`src/crmfm_pkg.sv`:
```
// Shared types, codes and constants for the CAN receive filter with message objects.
package crmfm_pkg;

    localparam int NUM_OBJECTS_DEF    = 16;
    localparam int MAX_RING_DEPTH_DEF = 16;

    localparam int ID_W    = 29;
    localparam int STD_W   = 16;
    localparam int DLC_W   = 4;
    localparam int DATA_W  = 64;
    localparam int TIME_W  = 32;
    localparam int DEPTH_W = 5;
    localparam int MAP_W   = 16;
    localparam int IDX_W   = 4;
    localparam int ACT_W   = 3;
    localparam int CFG_IDX_W  = 2;
    localparam int CFG_DATA_W = 32;

    localparam int S_TDATA_W = 144;
    localparam int M_TDATA_W = 152;

    typedef enum logic [ACT_W-1:0] {
        ACT_RX     = 3'd0,
        ACT_POP    = 3'd1,
        ACT_CONFIG = 3'd2,
        ACT_CLEAR  = 3'd3,
        ACT_CHANGE = 3'd4
    } act_t;

    typedef enum logic [CFG_IDX_W-1:0] {
        REG_BUS_OPEN  = 2'd0,
        REG_STD_MASK  = 2'd1,
        REG_EXT_MASK  = 2'd2,
        REG_LAST_MASK = 2'd3
    } cfg_reg_t;

    typedef enum logic [2:0] {
        ST_IDLE,
        ST_SCAN,
        ST_OBJ,
        ST_SLOT,
        ST_DONE
    } state_t;

    // One message object: filter plus ring bookkeeping.
    typedef struct packed {
        logic [ID_W-1:0]    filter_id;
        logic               filter_ext;
        logic [DEPTH_W-1:0] depth;
        logic [DEPTH_W-1:0] count;
        logic [DEPTH_W-1:0] wptr;
        logic [DEPTH_W-1:0] rptr;
    } obj_t;

    // One stored frame.
    typedef struct packed {
        logic [ID_W-1:0]   id;
        logic              ext;
        logic [DLC_W-1:0]  dlc;
        logic [DATA_W-1:0] data;
        logic [TIME_W-1:0] stamp;
    } slot_t;

endpackage

```
`src/crmfm_obj_mem.sv`:
```
// Message object state memory with per-entry valid bits for reset.
module crmfm_obj_mem #(
    parameter int NUM_OBJECTS = crmfm_pkg::NUM_OBJECTS_DEF,
    parameter int OBJ_W       = $clog2(NUM_OBJECTS)
) (
    input  logic              aclk,
    input  logic              aresetn,
    input  logic              rd_en,
    input  logic [OBJ_W-1:0]  rd_addr,
    output crmfm_pkg::obj_t   rd_data,
    input  logic              wr_en,
    input  logic [OBJ_W-1:0]  wr_addr,
    input  crmfm_pkg::obj_t   wr_data
);

    crmfm_pkg::obj_t         mem [NUM_OBJECTS];
    logic [NUM_OBJECTS-1:0]  vld_reg;
    crmfm_pkg::obj_t         rd_raw_reg;
    logic                    rd_vld_reg;

    always_ff @(posedge aclk) begin
        if (wr_en) begin
            mem[wr_addr] <= wr_data;
        end
        if (rd_en) begin
            rd_raw_reg <= mem[rd_addr];
            rd_vld_reg <= vld_reg[rd_addr];
        end
    end

    always_ff @(posedge aclk) begin
        if (!aresetn) begin
            vld_reg <= '0;
        end else if (wr_en) begin
            vld_reg[wr_addr] <= 1'b1;
        end
    end

    // An entry never written reads as an inactive, empty object.
    always_comb begin
        rd_data = rd_raw_reg;
        if (!rd_vld_reg) begin
            rd_data.filter_ext = 1'b0;
            rd_data.depth      = '0;
            rd_data.count      = '0;
            rd_data.wptr       = '0;
            rd_data.rptr       = '0;
        end
    end

endmodule

```
`config.mk`:
```
export PLATFORM = sky130hd
export DESIGN_NAME = crmfm_obj_mem
export DESIGN_NICKNAME = d
export VERILOG_FILES = /design/src/crmfm_pkg.sv /design/src/crmfm_obj_mem.sv
export SDC_FILE = /design/constraint.sdc
export NUM_CORES = 1
export LEC_CHECK = 0
export BUFFER_PORTS_ARGS = -buffer_cell sky130_fd_sc_hd__buf_2
export CAP_MARGIN = 40
export CORE_UTILIZATION = 61
export CTS_BUF_LIST = sky130_fd_sc_hd__clkbuf_4 sky130_fd_sc_hd__clkbuf_8 sky130_fd_sc_hd__clkbuf_16
export DETAILED_ROUTE_END_ITERATION = 10
export GPL_ROUTABILITY_DRIVEN = 0
export PLACE_DENSITY = 0.77
export SETUP_SLACK_MARGIN = 0.05
export SLEW_MARGIN = 25
export SYNTH_ARGS = -nofsm -noshare
export SYNTH_HDL_FRONTEND = slang
export SYNTH_SLANG_ARGS = --single-unit
```
`constraint.sdc`:
```
create_clock -name aclk -period 7.5 [get_ports aclk]
set_clock_uncertainty 0.05 [all_clocks]
set_input_delay 1.5 -clock aclk [delete_from_list [all_inputs] [get_ports aclk]]
set_output_delay 1.5 -clock aclk [all_outputs]
set_load 0.005 [all_outputs]
```
==> results of run 1 <==
[logic make-up after synthesis]
family / Yosys count
AO/OA/AOI/OAI: 118
flip-flops: 867
AND/OR/NAND/NOR: 99
multiplexers: 204
buffers and inverters: 102
[where the power goes]
group          leakage (nW)  internal, mW  switching (mW)  total [mW]
clock network          1.39          2.55            1.72        4.27
logic                  2.68         0.192           0.274       0.467
registers              7.87          5.44          0.0368        5.48
total                  11.9          8.19            2.03        10.2
[metrics by stage]
step	total power [mW]	cells	utilization (%)
after global placement	6.01	2114	63.9
final	10.2	2285	70.1
after floorplan	5.86	1390	-
after CTS	10.3	2280	70.0
after global routing	10.5	2282	70.1
after detailed placement	6.04	2131	64.7
[worst register-to-register path, cell delays in order, from the launching register on]
cell and delay, ps:
edfxtp_1 380, mux4_2 500, a22oi_1 290, nand2_1 90
[layer usage]
metal	vias to the layer above	GRT usage (%)	wire length, um
li1	6146	-	-
met2	891	42.5	34300
met4	2	8.80	1890
met1	7921	37.7	26700
met5	-	0	13
met3	134	5.37	6970
[path summary, 6_finish.rpt]
| path | startpoint | to | slack, ps |
|---|---|---|---|
| max | rd_addr[1] | rd_raw_reg[5]$_DFFE_PP_ | 4010 |
| min | vld_reg[2]$_SDFFE_PN0P_ | vld_reg[2]$_SDFFE_PN0P_ | 410 |
| max reg2reg | mem[11][5]$_DFFE_PP_ | rd_raw_reg[5]$_DFFE_PP_ | 5930 |
| min reg2reg | vld_reg[2]$_SDFFE_PN0P_ | vld_reg[2]$_SDFFE_PN0P_ | 410 |
[cell type report]
| cell class | instances | area (sq um) |
|---|---|---|
| fill | 2978 | 15700 |
| antenna | 3 | 7.51 |
| timing repair buffer | 157 | 1250 |
| tap | 688 | 861 |
| clock buffer | 102 | 2260 |
| sequential | 867 | 25900 |
| clock inverter | 47 | 532 |
| multi-input combinational | 421 | 6070 |
[layout by cell type (no fill, tap or decap), types with 2 or more instances in the layout]
| cell | synthesis | final |
|---|---|---|
| buf_12 | 0 | 6 |
| nor2b_4 | 0 | 2 |
| diode_2 | 0 | 3 |
| clkinv_2 | 0 | 13 |
| a22oi_1 | 102 | 102 |
| nand3b_1 | 2 | 2 |
| mux4_2 | 204 | 204 |
| clkbuf_8 | 0 | 7 |
| nand2_1 | 52 | 52 |
| o21a_1 | 16 | 16 |
| buf_2 | 16 | 109 |
| nor2_4 | 0 | 13 |
| and2_1 | 22 | 21 |
| buf_16 | 0 | 12 |
| bufinv_16 | 0 | 12 |
| clkinv_1 | 0 | 17 |
| dfxtp_1 | 16 | 16 |
| nor3_2 | 0 | 4 |
| buf_4 | 34 | 26 |
| clkbuf_4 | 0 | 13 |
| clkbuf_16 | 0 | 83 |
| buf_8 | 1 | 3 |
| nand2b_1 | 2 | 2 |
| inv_6 | 0 | 3 |
| edfxtp_1 | 851 | 851 |
==> results.toml, run 1 <==
[global_routing]
grt_pass1_wl_um = 102000
antenna_found_initial = 2
grt.overflow.total = 0
grt_pass1_vias = 15628
grt_max_degree = 91
grt_usage_pct = 26.7

[timing]
final_hold_viol_count = 0
fin_crit_ps = 3490
slew_violations = 0
fin_ws_ps = 4010
setup_violations = 0
finalSetupTns_ps = 0
rsz0062_at_grt = "no"
whs_ps = 414
fin_crit_sh_pct = 46.5
worstMarginPinSlew_ps = 914
slew_headroom_pct = 39.1
fmax_mhz = 286

[worst_setup_path]
crit_slowest_cell = "buf_4"
critPathRequiredTime_ps = 7800
cpLargestDelayFamily = "buffers and inverters"
critical_path_class = "input pin to register"
start_kind = "input pin"
rr_worst_depth = 3
cp.buffers_inverters = 3
cpPeakStageDelay_ps = 630
critPathMaxFanout = 78
critPathCaptureType = "register"
worstPathArrival_ps = 3790
cp_cell_sequence = "clkbuf_8 -> buf_16 -> buf_4 -> mux4_2 -> a22oi_1 -> nand2_1"
path_depth = 6

[synthesis]
synth_edf_count = 851
synthAdderAreaFrac_pct = 0
synth_xor_area_share_pct = 0
yosys.area.top_type = "edfxtp_1"
ys_seq_elements = 867
synth_warnings = 0
synth_cell_type_count = 20
avgSynthCellArea_sq_um = 23.3
async_reset_ff_share_pct = 0
synth-main-ff-cell = "edfxtp_1"
synth_top_family_by_area = "multiplexers"
netlist_instances = 1390
yosys.area_share.simple_pct = 1.40
synth_area_leaders = "edfxtp_1 (79%), mux4_2 (14%), a22oi_1 (2.4%)"
synth_compound_area_share_pct = 2.73
synth_mux_area_share_pct = 14.2
yosysSeqAreaShare_pct = 79.7
synth_fp_nets = 1452
netlist.area_leader.share_pct = 78.8
synth_common_cells = "edfxtp_1 (851), mux4_2 (204), a22oi_1 (102)"
synth.most_common_cell = "edfxtp_1"
syn_area_sq_mm = 0.0324

[routing]
firstDrtPassIters = 5
drt_iter0_markers = 1967
routed_wl_um = 69900
dr_total_vias = 15094
avgViaCountPerCell = 6.61
post-route-drc-count = 0
postRouteAntennaNets = 0
wl_per_cell_um = 30.6

[floorplanning]
die_w_um = 233
num_rows = 84
chipHeight_um = 233
ioPinCount = 112
core-area_sq_mm = 0.0526
start_util_pct = 61.7
die_area_sq_mm = 0.0541

[placement]
io_buffers = 111
pre_cts_ws_ps = 3350
dp_hpwl_um = 34800
detailed_place.area_sq_mm = 0.0340

[final_layout]
largest_reg_flops = 800
syn2layout_area_growth_pct = 13.6
layout-drive-gt1-share_pct = 32.2
nets = 1591
design_area_sq_mm = 0.0369

[power_and_ir_drop]
irDropWorstVdd_v = 0.000201
p_leak_nw = 11.9
power_density_mw_per_mm2 = 277

[clocking]
clk_pin_slew_ps = 60
cts_hold_buf = 0
cts_setup_buffers = 0
insertion_delay_ps = 620
cts_sinks = 867
clock_path_buffers = 3
htreeDepth = 3
cts_tree = "done"
cts-buffers-inserted = 82
cts_resized = 0
root_buffer = "clkbuf_16"

[job]
cap_violations = 0

[min_path]
whs_path_depth = 1
hp-class = "register to register"

[run_status]
status = "complete, no violations"
Note: power is estimated with default switching activity, not from simulation.
==> inputs of run 2 (changes only) <==
==> constraint.sdc (replaced) <==
create_clock -name aclk -period 3.55 [get_ports aclk]
set_clock_uncertainty 0.05 [all_clocks]
set_input_delay 0.71 -clock aclk [delete_from_list [all_inputs] [get_ports aclk]]
set_output_delay 0.71 -clock aclk [all_outputs]
set_load 0.005 [all_outputs]
==> results.toml, run 2 (same netlist as run 1, synthesis figures left out) <==
[timing]
slew_violations = 0
setup_violations = 0
fin_crit_ps = 2810
finalSetupTns_ps = 0
slew_headroom_pct = 46.8
rsz0062_at_grt = "no"
final_hold_viol_count = 0
worstMarginPinSlew_ps = 797
fin_crit_sh_pct = 79.0
fmax_mhz = 356

[worst_setup_path]
cp_cell_sequence = "buf_4 -> and2_1 -> buf_2"
regToRegEndpoint = "rd_raw_reg[14]$_DFFE_PP_"
cpPeakStageDelay_ps = 730
critPathCaptureType = "primary output"
critPathRequiredTime_ps = 2790
worstPathArrival_ps = 2050
reg2reg_slack_ps = 1970
critical_path_class = "register to primary output"
start_kind = "register"
r2r-start = "mem[10][14]$_DFFE_PP_"
crit_start = "rd_vld_reg$_DFFE_PP_"
cp-endpoint = "rd_data[2]"
critPathMaxFanout = 12
crit_slowest_cell = "edfxtp_1"
rr_worst_depth = 3

[final_layout]
nets = 1600
multi_input_area_sq_mm = 0.00609
seqCellArea_sq_mm = 0.0259
n_fill_cell = 2999
final_common_cell = "edfxtp_1"
layout-drive-gt1-share_pct = 32.9
final_cell_mix = "edfxtp_1 (851), mux4_2 (204), buf_2 (109), a22oi_1 (102), clkbuf_16 (87)"
syn2layout_area_growth_pct = 14.1
design_area_sq_mm = 0.0370
largest_reg_flops = 800

[clocking]
cts_hold_buf = 0
cts_resized = 0
root_buffer = "clkbuf_16"
clock_path_buffers = 3
cts-buffers-inserted = 82
cts_sinks = 867
htreeDepth = 3
insertion_delay_ps = 630
clk_pin_slew_ps = 60
cts_tree = "done"
cts_setup_buffers = 0

[placement]
dp_hpwl_um = 34700
detailed_place.area_sq_mm = 0.0343
io_buffers = 111

[power_and_ir_drop]
power_density_mw_per_mm2 = 578
fin_total_pwr_mw = 21.4
irDropWorstVdd_v = 0.000690
p_leak_nw = 12.0

[routing]
dr_total_vias = 15247
drt_iter0_markers = 1765
wl_per_cell_um = 30.9
avgViaCountPerCell = 6.65
post-route-drc-count = 0
firstDrtPassIters = 5
routed_wl_um = 70900
postRouteAntennaNets = 0

[global_routing]
grt.overflow.total = 0
grt_pass1_wl_um = 103000
grt_usage_pct = 27.2
antenna_found_initial = 6
grt_pass1_vias = 15815
grt_max_degree = 79

[floorplanning]
chipHeight_um = 233
start_util_pct = 61.7
num_rows = 84
core-area_sq_mm = 0.0526
die_w_um = 233
ioPinCount = 112
die_area_sq_mm = 0.0541

[min_path]
hp-class = "input pin to register"

[run_status]
status = "complete, no violations"

[job]
cap_violations = 0
-- run 2: cell types whose count changed in the layout (fill, tap and decap cells not counted), sizes merged --
cell	previous run	this run
clkbuf	103	115
bufinv	12	7
buf	156	165
inv	3	1
clkinvlp	1	2
clkinv	31	25
-- run 2: final cells by class --
class	count	area share, %
Tap cell	688	2.33
Multi-Input combinational cell	421	16.5
Antenna cell	3	0.0203
Clock buffer	114	6.43
Timing Repair Buffer	166	3.93
Clock inverter	35	0.930
Sequential cell	867	69.9
-- run 2: power by group --
part           leakage [nW]  switching (mW)  internal, mW
combinational          2.76           0.593         0.426
sequential             7.87          0.0761          11.5
clock                  1.37            3.60          5.20
-- run 2: through the flow --
step	utilization [%]	cells	hold WS [ps]	setup WS, ps
after global placement	65.2	2140	391	887
final	70.4	2294	397	744
after CTS	70.4	2290	375	717
after floorplan	-	1390	385	-350
after detailed placement	65.2	2141	400	805
after global routing	70.4	2292	402	737
-- run 2: worst min path at each step --
stage                                         from                        to  slack (ps)  cells after the start
final                                  wr_data[15]     mem[14][15]$_DFFE_PP_         400                      1
after global routing                   wr_data[41]      mem[2][41]$_DFFE_PP_         400                      1
after CTS                              wr_data[15]      mem[0][15]$_DFFE_PP_         380                      1
after detailed placement  vld_reg[10]$_SDFFE_PN0P_  vld_reg[10]$_SDFFE_PN0P_         400                      1
after global placement    vld_reg[11]$_SDFFE_PN0P_  vld_reg[11]$_SDFFE_PN0P_         390                      1
after floorplan           vld_reg[10]$_SDFFE_PN0P_  vld_reg[10]$_SDFFE_PN0P_         390                      1
-- run 2: layer usage --
metal / vias to the layer above / share of wire [%] / GRT usage, %
met5: - / 0.025 / 0
met4: 4 / 2.9 / 9.91
met3: 137 / 9.2 / 4.72
met2: 911 / 51 / 44.7
met1: 8021 / 37 / 37.2
li1: 6174 / - / -
-- run 2: critical path: cells and delay by family (launching register included) --
family	cells	cell delay, ps
DFF	1	730
and+or+nand+nor	1	210
buffers and inverters	2	480
